### config.mk
export PLATFORM = sky130hd
export DESIGN_NAME = float_to_pcm_sample_convert
export DESIGN_NICKNAME = d
export VERILOG_FILES = /design/src/sv/fpcm_pkg.sv /design/src/sv/float_to_pcm_sample_convert.sv /design/src/sv/fpcm_int_conv.sv
export SDC_FILE = /design/constraint.sdc
export NUM_CORES = 2
export LEC_CHECK = 0
export ABC_AREA = 1
export BUFFER_PORTS_ARGS = -buffer_cell sky130_fd_sc_hd__buf_2
export CORE_AREA = 2 2 276 278
export CTS_CLUSTER_SIZE = 25
export DETAILED_ROUTE_END_ITERATION = 10
export DIE_AREA = 0 0 278 280
export PLACE_DENSITY = 0.89
export SETUP_SLACK_MARGIN = 0.4
export SLEW_MARGIN = 25
export SYNTH_ARGS = -nofsm -noshare
export SYNTH_HDL_FRONTEND = slang
export SYNTH_SLANG_ARGS = --single-unit
export TNS_END_PERCENT = 20
### constraint.sdc
create_clock -name clk -period 13.8 [get_ports clk]
set_input_delay 2.07 -clock clk [delete_from_list [all_inputs] [get_ports clk]]
set_output_delay 2.07 -clock clk [all_outputs]
set_load 0.05 [all_outputs]
### src/sv/fpcm_pkg.sv
// Package: shared types and constants for the float to PCM sample converter.
`timescale 1ns / 1ps
package fpcm_pkg;

  typedef enum logic [2:0] {
    FMT_UNKNOWN,
    FMT_F32,
    FMT_I16,
    FMT_I24,
    FMT_I32
  } fmt_t;

  localparam logic [2:0] CFG_FORMAT_TAG     = 3'd0;
  localparam logic [2:0] CFG_SUB_FORMAT     = 3'd1;
  localparam logic [2:0] CFG_EXTENSION_SIZE = 3'd2;
  localparam logic [2:0] CFG_CHANNEL_COUNT  = 3'd3;
  localparam logic [2:0] CFG_SAMPLE_BITS    = 3'd4;
  localparam logic [2:0] CFG_FRAME_BYTES    = 3'd5;
  localparam logic [2:0] CFG_RATE_HZ        = 3'd6;

  localparam logic [1:0] TAG_PCM   = 2'd0;
  localparam logic [1:0] TAG_FLOAT = 2'd1;
  localparam logic [1:0] TAG_EXT   = 2'd2;

  localparam logic [1:0] SUB_PCM   = 2'd0;
  localparam logic [1:0] SUB_FLOAT = 2'd1;

  localparam logic [15:0] EXT_MIN_SIZE = 16'd22;

  localparam logic [30:0] SCALE_I16 = 31'd32767;
  localparam logic [30:0] SCALE_I24 = 31'd8388607;
  localparam logic [30:0] SCALE_I32 = 31'h7FFF_FFFF;

endpackage

### src/sv/float_to_pcm_sample_convert.sv
// Top level: float32 audio sample to PCM word converter with format registers.
`timescale 1ns / 1ps
// channel  signals                                   direction
// input    in_valid, in_stall, float_bits, last_in   in (stall out)
// output   out_valid, out_stall, pcm_word, ...       out (stall in)
// config   cfg_we, cfg_index, cfg_data               in
// One sample per cycle while the output is not stalled. A transfer passes
// an input register, then the conversion into the result register.
// While a result waits on stall, an empty input register still takes a
// sample; with both registers full the input stalls.
// Format class is registered from the config registers after a config write.
// Reset is synchronous, clears the valids and loads format register defaults.
module float_to_pcm_sample_convert (
  input  logic        clk,
  input  logic        rst,
  input  logic        in_valid,
  output logic        in_stall,
  input  logic [31:0] float_bits,
  input  logic        last_in,
  output logic        out_valid,
  input  logic        out_stall,
  output logic [31:0] pcm_word,
  output logic [2:0]  byte_count,
  output logic        format_known,
  output logic        last_out,
  input  logic        cfg_we,
  input  logic [2:0]  cfg_index,
  input  logic [31:0] cfg_data
);
  import fpcm_pkg::*;

  logic [1:0]  format_tag;
  logic [1:0]  sub_format;
  logic [15:0] extension_size;
  logic [15:0] channel_count;
  logic [15:0] sample_bits;
  logic [15:0] frame_bytes;
  logic [31:0] rate_hz;
  fmt_t        fmt;
  fmt_t        fmt_next;
  logic [1:0]  tag;
  logic [31:0] frame_calc;

  logic        v1;
  logic [31:0] bits1;
  logic        last1;
  logic        adv;
  logic [31:0] conv_word;

  always_ff @(posedge clk) begin
    if (rst) begin
      format_tag     <= TAG_PCM;
      sub_format     <= 2'd2;
      extension_size <= 16'd0;
      channel_count  <= 16'd2;
      sample_bits    <= 16'd16;
      frame_bytes    <= 16'd4;
      rate_hz        <= 32'd48000;
    end else if (cfg_we) begin
      case (cfg_index)
        CFG_FORMAT_TAG:     format_tag     <= cfg_data[1:0];
        CFG_SUB_FORMAT:     sub_format     <= cfg_data[1:0];
        CFG_EXTENSION_SIZE: extension_size <= cfg_data[15:0];
        CFG_CHANNEL_COUNT:  channel_count  <= cfg_data[15:0];
        CFG_SAMPLE_BITS:    sample_bits    <= cfg_data[15:0];
        CFG_FRAME_BYTES:    frame_bytes    <= cfg_data[15:0];
        CFG_RATE_HZ:        rate_hz        <= cfg_data;
        default: ;
      endcase
    end
  end

  always_comb begin
    frame_calc = 32'(channel_count) * 32'(sample_bits[15:3]);
    tag        = format_tag;
    fmt_next   = FMT_UNKNOWN;
    if (channel_count != 16'd0 && rate_hz != 32'd0 && sample_bits != 16'd0 &&
        sample_bits[2:0] == 3'd0 && 32'(frame_bytes) == frame_calc &&
        !(format_tag == TAG_EXT && extension_size < EXT_MIN_SIZE)) begin
      if (format_tag == TAG_EXT) begin
        if (sub_format == SUB_FLOAT) begin
          tag = TAG_FLOAT;
        end else if (sub_format == SUB_PCM) begin
          tag = TAG_PCM;
        end
      end
      if (tag == TAG_FLOAT && sample_bits == 16'd32) begin
        fmt_next = FMT_F32;
      end else if (tag == TAG_PCM) begin
        if (sample_bits == 16'd16) begin
          fmt_next = FMT_I16;
        end else if (sample_bits == 16'd24) begin
          fmt_next = FMT_I24;
        end else if (sample_bits == 16'd32) begin
          fmt_next = FMT_I32;
        end
      end
    end
  end

  always_ff @(posedge clk) begin
    if (rst) begin
      fmt <= FMT_I16;
    end else begin
      fmt <= fmt_next;
    end
  end

  assign adv      = !(out_valid && out_stall);
  assign in_stall = v1 && !adv;

  always_ff @(posedge clk) begin
    if (rst) begin
      v1 <= 1'b0;
    end else if (!in_stall) begin
      v1 <= in_valid;
    end
  end

  always_ff @(posedge clk) begin
    if (in_valid && !in_stall) begin
      bits1 <= float_bits;
      last1 <= last_in;
    end
  end

  fpcm_int_conv u_conv (
    .float_bits (bits1),
    .fmt        (fmt),
    .pcm_word   (conv_word)
  );

  always_ff @(posedge clk) begin
    if (rst) begin
      out_valid <= 1'b0;
    end else if (adv) begin
      out_valid <= v1;
    end
  end

  always_ff @(posedge clk) begin
    if (adv && v1) begin
      pcm_word     <= conv_word;
      format_known <= (fmt != FMT_UNKNOWN);
      last_out     <= last1;
      case (fmt)
        FMT_F32: byte_count <= 3'd4;
        FMT_I16: byte_count <= 3'd2;
        FMT_I24: byte_count <= 3'd3;
        FMT_I32: byte_count <= 3'd4;
        default: byte_count <= 3'd0;
      endcase
    end
  end

endmodule

### src/sv/fpcm_int_conv.sv
// Float sample to integer PCM conversion: clamp, scale, double rounding as in software.
`timescale 1ns / 1ps
module fpcm_int_conv (
  input  logic [31:0]        float_bits,
  input  fpcm_pkg::fmt_t     fmt,
  output logic [31:0]        pcm_word
);
  import fpcm_pkg::*;

  logic          sign;
  logic [7:0]    ex;
  logic [22:0]   frac;
  logic [23:0]   mant;
  logic [30:0]   scale;
  logic [54:0]   prod;
  logic [5:0]    drop;
  logic          hi;
  logic [54:0]   keep;
  logic [54:0]   rem;
  logic [54:0]   half;
  logic          up1;
  logic [55:0]   rnd;
  logic [7:0]    shamt;
  logic [119:0]  big;
  logic [55:0]   ip;
  logic [63:0]   fr;
  logic          up2;
  logic [31:0]   mag;
  logic [31:0]   word;

  always_comb begin
    sign  = float_bits[31];
    ex    = float_bits[30:23];
    frac  = float_bits[22:0];
    mant  = {1'b1, frac};
    case (fmt)
      FMT_I16: scale = SCALE_I16;
      FMT_I24: scale = SCALE_I24;
      default: scale = SCALE_I32;
    endcase
    prod = 55'(mant) * 55'(scale);
    // round product to 24 (single) or 53 (double) significant bits
    case (fmt)
      FMT_I16: begin
        hi   = prod[38];
        drop = hi ? 6'd15 : 6'd14;
      end
      FMT_I24: begin
        hi   = prod[46];
        drop = hi ? 6'd23 : 6'd22;
      end
      default: begin
        hi   = prod[54];
        drop = hi ? 6'd2 : 6'd1;
      end
    endcase
    keep = prod >> drop;
    rem  = prod & ((55'd1 << drop) - 55'd1);
    half = 55'd1 << (drop - 6'd1);
    up1  = (rem > half) || ((rem == half) && keep[0]);
    rnd  = (56'(keep) + 56'(up1)) << drop;
    // round to integer
    shamt = 8'd150 - ex;
    big   = {rnd, 64'd0} >> shamt[5:0];
    ip    = big[119:64];
    fr    = big[63:0];
    if (fmt == FMT_I32) begin
      up2 = fr[63];
    end else begin
      up2 = fr[63] && ((fr[62:0] != 63'd0) || ip[0]);
    end
    if (ex >= 8'd127) begin
      mag = {1'b0, scale};
    end else if (ex == 8'd0 || shamt > 8'd63) begin
      mag = 32'd0;
    end else begin
      mag = ip[31:0] + 32'(up2);
    end
    if (ex == 8'hFF && frac != 23'd0) begin
      word = 32'd0;
    end else begin
      word = sign ? (32'd0 - mag) : mag;
    end
    case (fmt)
      FMT_F32: pcm_word = float_bits;
      FMT_I16: pcm_word = {16'd0, word[15:0]};
      FMT_I24: pcm_word = {8'd0, word[23:0]};
      FMT_I32: pcm_word = word;
      default: pcm_word = 32'd0;
    endcase
  end

endmodule
Yosys cells after proc, flatten, opt, wreduce, memory -nomap -nowiden
Cells that the tools add are included.
{ "word_totals": {"output_inout_bits": 39, "in_bits": 73, "elab_cells": 120, "register_bits": 175} }
{ "classes": {"bitwise": 3, "shift": 5, "n_addsub": 6, "n_eq_ne": 19, "mul": 2, "muxes": 22, "n_reduce_logical": 41, "n_lt_le_gt_ge": 4} }
{ "op_table": {"columns": ["cell", "count"], "rows": [
  ["2-to-1 mux 32 bit", 4],
  ["case mux 32 bit (4 select lines)", 1],
  [">> shifter 120 x 6 -> 96 bit", 1],
  ["left shift 1 x 6 -> 55 bit (first input constant)", 2],
  ["nonzero test 63 bit", 1],
  ["case mux 31 bit (2 select lines)", 1],
  ["adder 55 x 1 -> 56 bit", 1],
  ["left shift 56 x 6 -> 56 bit", 1],
  ["AND 55 bit", 1],
  ["== test 55 bit", 1],
  ["> comparator 55 bit", 1],
  ["multiplier 24 x 31 -> 55 bit", 1],
  [">> shifter 55 x 6 -> 55 bit", 1],
  ["subtractor 55 x 1 -> 55 bit (second input constant)", 1],
  ["adder 32 x 1 -> 32 bit", 1],
  ["== test 16 x 5 -> 1 bit (second input constant)", 2],
  ["nonzero test 16 bit", 2],
  ["nonzero test 32 bit", 1],
  ["subtractor 1 x 32 -> 32 bit (first input constant)", 1],
  ["== test 16 x 29 -> 1 bit", 1],
  ["multiplier 16 x 13 -> 29 bit", 1],
  ["nonzero test 23 bit", 1],
  ["2-to-1 mux 2 bit", 10],
  ["== test 16 x 6 -> 1 bit (second input constant)", 1],
  ["other kinds (26)", 63]
]} }

Longest topological paths before layout
{ "logic_depth": {"word_depth": 25, "depth_mapped": 113, "depth_no_buf": 105} }

Modules after synthesis
A second synthesis with hierarchy kept.
{ "unflattened": {"hier_cells": 7082, "area_unflattened_um2": 46111.7} }
{ "modules_own_cells": {"columns": ["module", "n_inst", "seq_area_each_um2", "area_per_inst_um2", "cells_each"], "rows": [
  ["fpcm_int_conv", 1, 0.0, 32343.5, 5330],
  ["float_to_pcm_sample_convert", 1, 4184.0, 13768.2, 1752]
]} }

Least setup slack after synthesis
Ideal clock, no wire load.
{ "synth_timing": {"path_kind": "reg-to-reg", "start": "register fmt[2]", "end": "register pcm_word[20] (data pin)", "synth_period_minus_slack_ps": 14886, "n_path_buf": 10, "setup_slack_ps": -1086, "required_ps": 13536, "t_arrival_ps": 14622, "path_stages_with_launch": 96, "setup_time_ps": 264, "path_cell_list": "dfxtp_1 inv_2 nand2_4 clkbuf_1 buf_2 buf_1 buf_1 clkbuf_1 nand2_1 fa_1 inv_1 fa_1 inv_1 fa_1 inv_1 fa_1 fa_1 fa_1 (+60 left out) a21oi_1 ha_1 ha_1 a21oi_1 ha_1 inv_1 nor2_1 nand2_1 nor2_1 nand2_1 nor2_2 nand3_2 nor2_2 nand2_2 nand2_2 nand3_1 nand3_1 o21ai_1"} }
{ "synth_between": {"elab_chain_cells": 25, "elab_cells_between_ends": 34, "cone_classes": "add/sub: 5; mul: 1; order compare: 1; eq/ne: 5; shift: 5; mux: 11; bitwise: 1; reduce/logical: 5"} }
{ "synth_rtl": {"columns": ["item", "line", "rtl"], "rows": [
  ["from (decl)", "float_to_pcm_sample_convert.sv:39", "fmt_t fmt;"],
  ["from (signal assigned)", "float_to_pcm_sample_convert.sv:105", "fmt <= fmt_next;"],
  ["branches (longest 24 deep; another with adder 55 x 1 -> 56 bit)", null, null],
  ["case mux 32 bit (4 select lines) *", "fpcm_int_conv.sv:84", "case (fmt)"],
  ["named net conv_word[20]", "float_to_pcm_sample_convert.sv:48", "logic [31:0] conv_word;"],
  ["to (signal assigned)", "float_to_pcm_sample_convert.sv:143", "pcm_word <= conv_word;"],
  ["to (decl)", "float_to_pcm_sample_convert.sv:22", "output logic [31:0] pcm_word,"]
]} }
Mark *: on every way through the listed nets, which the timed path passes.
A chain may end at the register's enable or synchronous reset.

Final worst setup path
{ "layout_timing": {"start": "register fmt[1]", "end": "register pcm_word[13] (data pin)"} }
Same word-level chain as after synthesis.

==> results.md <==
* Status: complete, but fails checks
* Failing checks: setup timing
* Most frequent CP cell: nand2_1
* CTS buffer count at 17
* Routed WL at 176.1 mm
* Crit Path Class: reg2reg
* Worst path max stage delay at 0.53 ns
* Worst EP required at 14.03 ns
* Max Fclk at 67.49 MHz
* Remaining DRCs at 0
* Fin Setup TNS at -23.96 ns
* Initial antenna violation count at 9
* Slowest CP cell: fa_1
* Post-DP HPWL at 140.3 mm
* Layout area overhead at 25.79%
* Avg Cell Area, Syn at 6.582 um2
* Layout cell share with drive strength beyond 1 at 22.96%
* Row count at 101
* Crit end category: flop
* Met2 GRT Util at 71.58%
* Skew final at 0.01755 ns
* Final layout net count at 8772
* Routed Antenna Nets at 0
* Post-synth EDFFs at 70
* FF+latch count, synth at 174
* Tmin final at 14.82 ns
* Met1 usage in global routing at 54.34%
* Least-Margin Pin Slew at 1.024 ns
* Vias post-DR at 50762
* Met3 Use GR at 11.68%
* Die width at 278 um
* Io pins at 112
* Placed Cells at 8699
* Synth area leader: fa_1
* Synth warn at 0
* Max Root-Sink Buffers at 2
* Vias in the first global route at 50302
* GRT Util Overall at 44.49%
* Count leader, synth: nand2_1
* First-pass GRT wire length at 269.9 mm
* CP max FO at 8
* Final Non-Filler Cells at 8807
* Ranking of synthesized cells by area: fa_1, nand2_1, inv_1, ha_1, nand3_1
* Post-Synthesis Cell Area at 44690 um2
* Final Cell Area at 56210 um2
* Root Driver: clkbuf_16
* Largest net degree at the start of global routing at 102
* DP Area at 53500 um2
* Most Crowded Layer GR: met2
* Sequential-to-total area share from yosys stat at 9.363%
* Startpoint types: flop
* CTS HTree Levels at 4
* Synth cell types at 64
* Hold-fix buffers, CTS at 0
* GR Overflow Total at 0
* Via density at 5.764
* Crit path arrival time at 15.04 ns
* Initial Utilization at 59.43%
* Period utilisation layout at 107.4%
* Die Span Y at 280 um
* CORE AREA at 75190 um2
* Post-layout util at 74.76%
* # setup viols final at 30
* Port-buffer cells at 111
* Final worst slack at -1.017 ns
* Full die area at 77840 um2
* Slew Limit Fails at 0
* CTS clk-pin slew, worst paths at 0.08 ns
* Final Hold Vio Count at 0
* Post-synthesis cell count at 6789
* Placer Congestion at 1.072
* Drt pass-1 iters at 9
* Yosys top cell area share at 23.65%
* HP Class: reg2reg
* Ys async rst share at 0%
* RSZ-0062 raised after global routing: true
* Sink Count at 174
* Routed WL per cell at 20.00 um
* Slew margin rel. at 31.04%
* Max Cap Viol at 0
* CTS tree: done
* Commonest cells in the netlist: nand2_1, inv_1, nand3_1
* Clock Latency Late Sink at 0.51 ns
* Ys flop type: dfxtp_1
* Initial DRC Count at 5654
through the flow:
step / worst slack, ns / hold WS (ns)
after global routing: -1.638 / 0.4498
after detailed placement: -1.059 / 0.4250
after global placement: -0.5614 / 0.4243
after CTS: -0.3455 / 0.4427
after floorplan: 0.5401 / 0.4003
final: -1.017 / 0.4349
registers in the layout, summed over array words and instances (netlist names), 2 cells and up:
register        count
bits1              32
byte_count          3
channel_count      16
extension_size     15
fmt                 3
format_tag          2
frame_bytes        16
pcm_word           32
rate_hz            32
sample_bits        16
sub_format          2
final cells by class:
cell class	instances	area (um2)
multi-input combinational	5058	36200
sequential	174	4192
inverter	1392	5281
antenna	4	10.01
clock inverter	15	187.7
clock buffer	17	425.4
fill	5690	18980
timing repair buffer	1168	8683
tap	978	1224
timing repair inverter	1	8.758
cells by family (layout without fill, tap and decap cells):
kind of cell,count (synthesis),after routing,synth area share (%)
mux,1,1,0.02240
simple gates,3472,3472,34.27
other cells,2,85,0.01681
compound gates,512,512,6.376
buf+inv,1636,2593,14.18
xor+xnor,105,105,2.058
fa+ha+maj,887,887,33.71
flops,174,174,9.363
critical path, delay by kind of cell (launching register included):
kind | cells | cell delay [ns]
AND/OR/NAND/NOR | 37 | 4.01
adder cells (fa/ha/maj) | 13 | 4.47
buffers and inverters | 22 | 2.66
AO/OA/AOI/OAI | 19 | 2.93
flip-flops | 1 | 0.38
worst paths after layout:
kind	cells past startpoint	start	slack [ns]	endpoint
max	91	fmt[1]	-1.02	pcm_word[13]
min	0	last1	0.43	last_out
max reg2reg	91	fmt[1]	-1.02	pcm_word[13]
min reg2reg	0	last1	0.43	last_out
repair_timing:
action                                  CTS  global route
buffers inserted                         35            35
pin swaps                                96           140
endpoints found under the setup margin   32            32
cloned                                    2             0
resized for setup                       171           220
placed cells by master (no fill, tap or decap), types with 21 or more instances in the layout:
cell and instances:
nand3_1 773, nand3_2 98, fa_1 502, ha_4 25
xor2_1 66, xnor2_1 28, fa_2 26, buf_2 111
nor4_1 21, nor2_2 56, inv_1 1265, nor2_4 42
o21ai_1 42, inv_2 102, nor3_1 41, o21ai_0 168
conb_1 81, nand2_2 113, nand2_1 1617, edfxtp_1 70
nand4_1 122, o21bai_1 27, ha_1 329, nor2_1 498
a21oi_1 161, dfxtp_1 102, buf_4 1031
routing by layer:
layer | vias up | share of wire [%] | routed length [um]
li1 | 23089 | - | -
met1 | 23635 | 37 | 64790
met2 | 3171 | 45 | 79470
met3 | 857 | 11 | 19630
met4 | 10 | 6.9 | 12180
met5 | - | 0.035 | 61
Power is left out: the tool's default activity adds up to more than one toggle a clock period on the data nets, which glitch-free logic cannot reach.
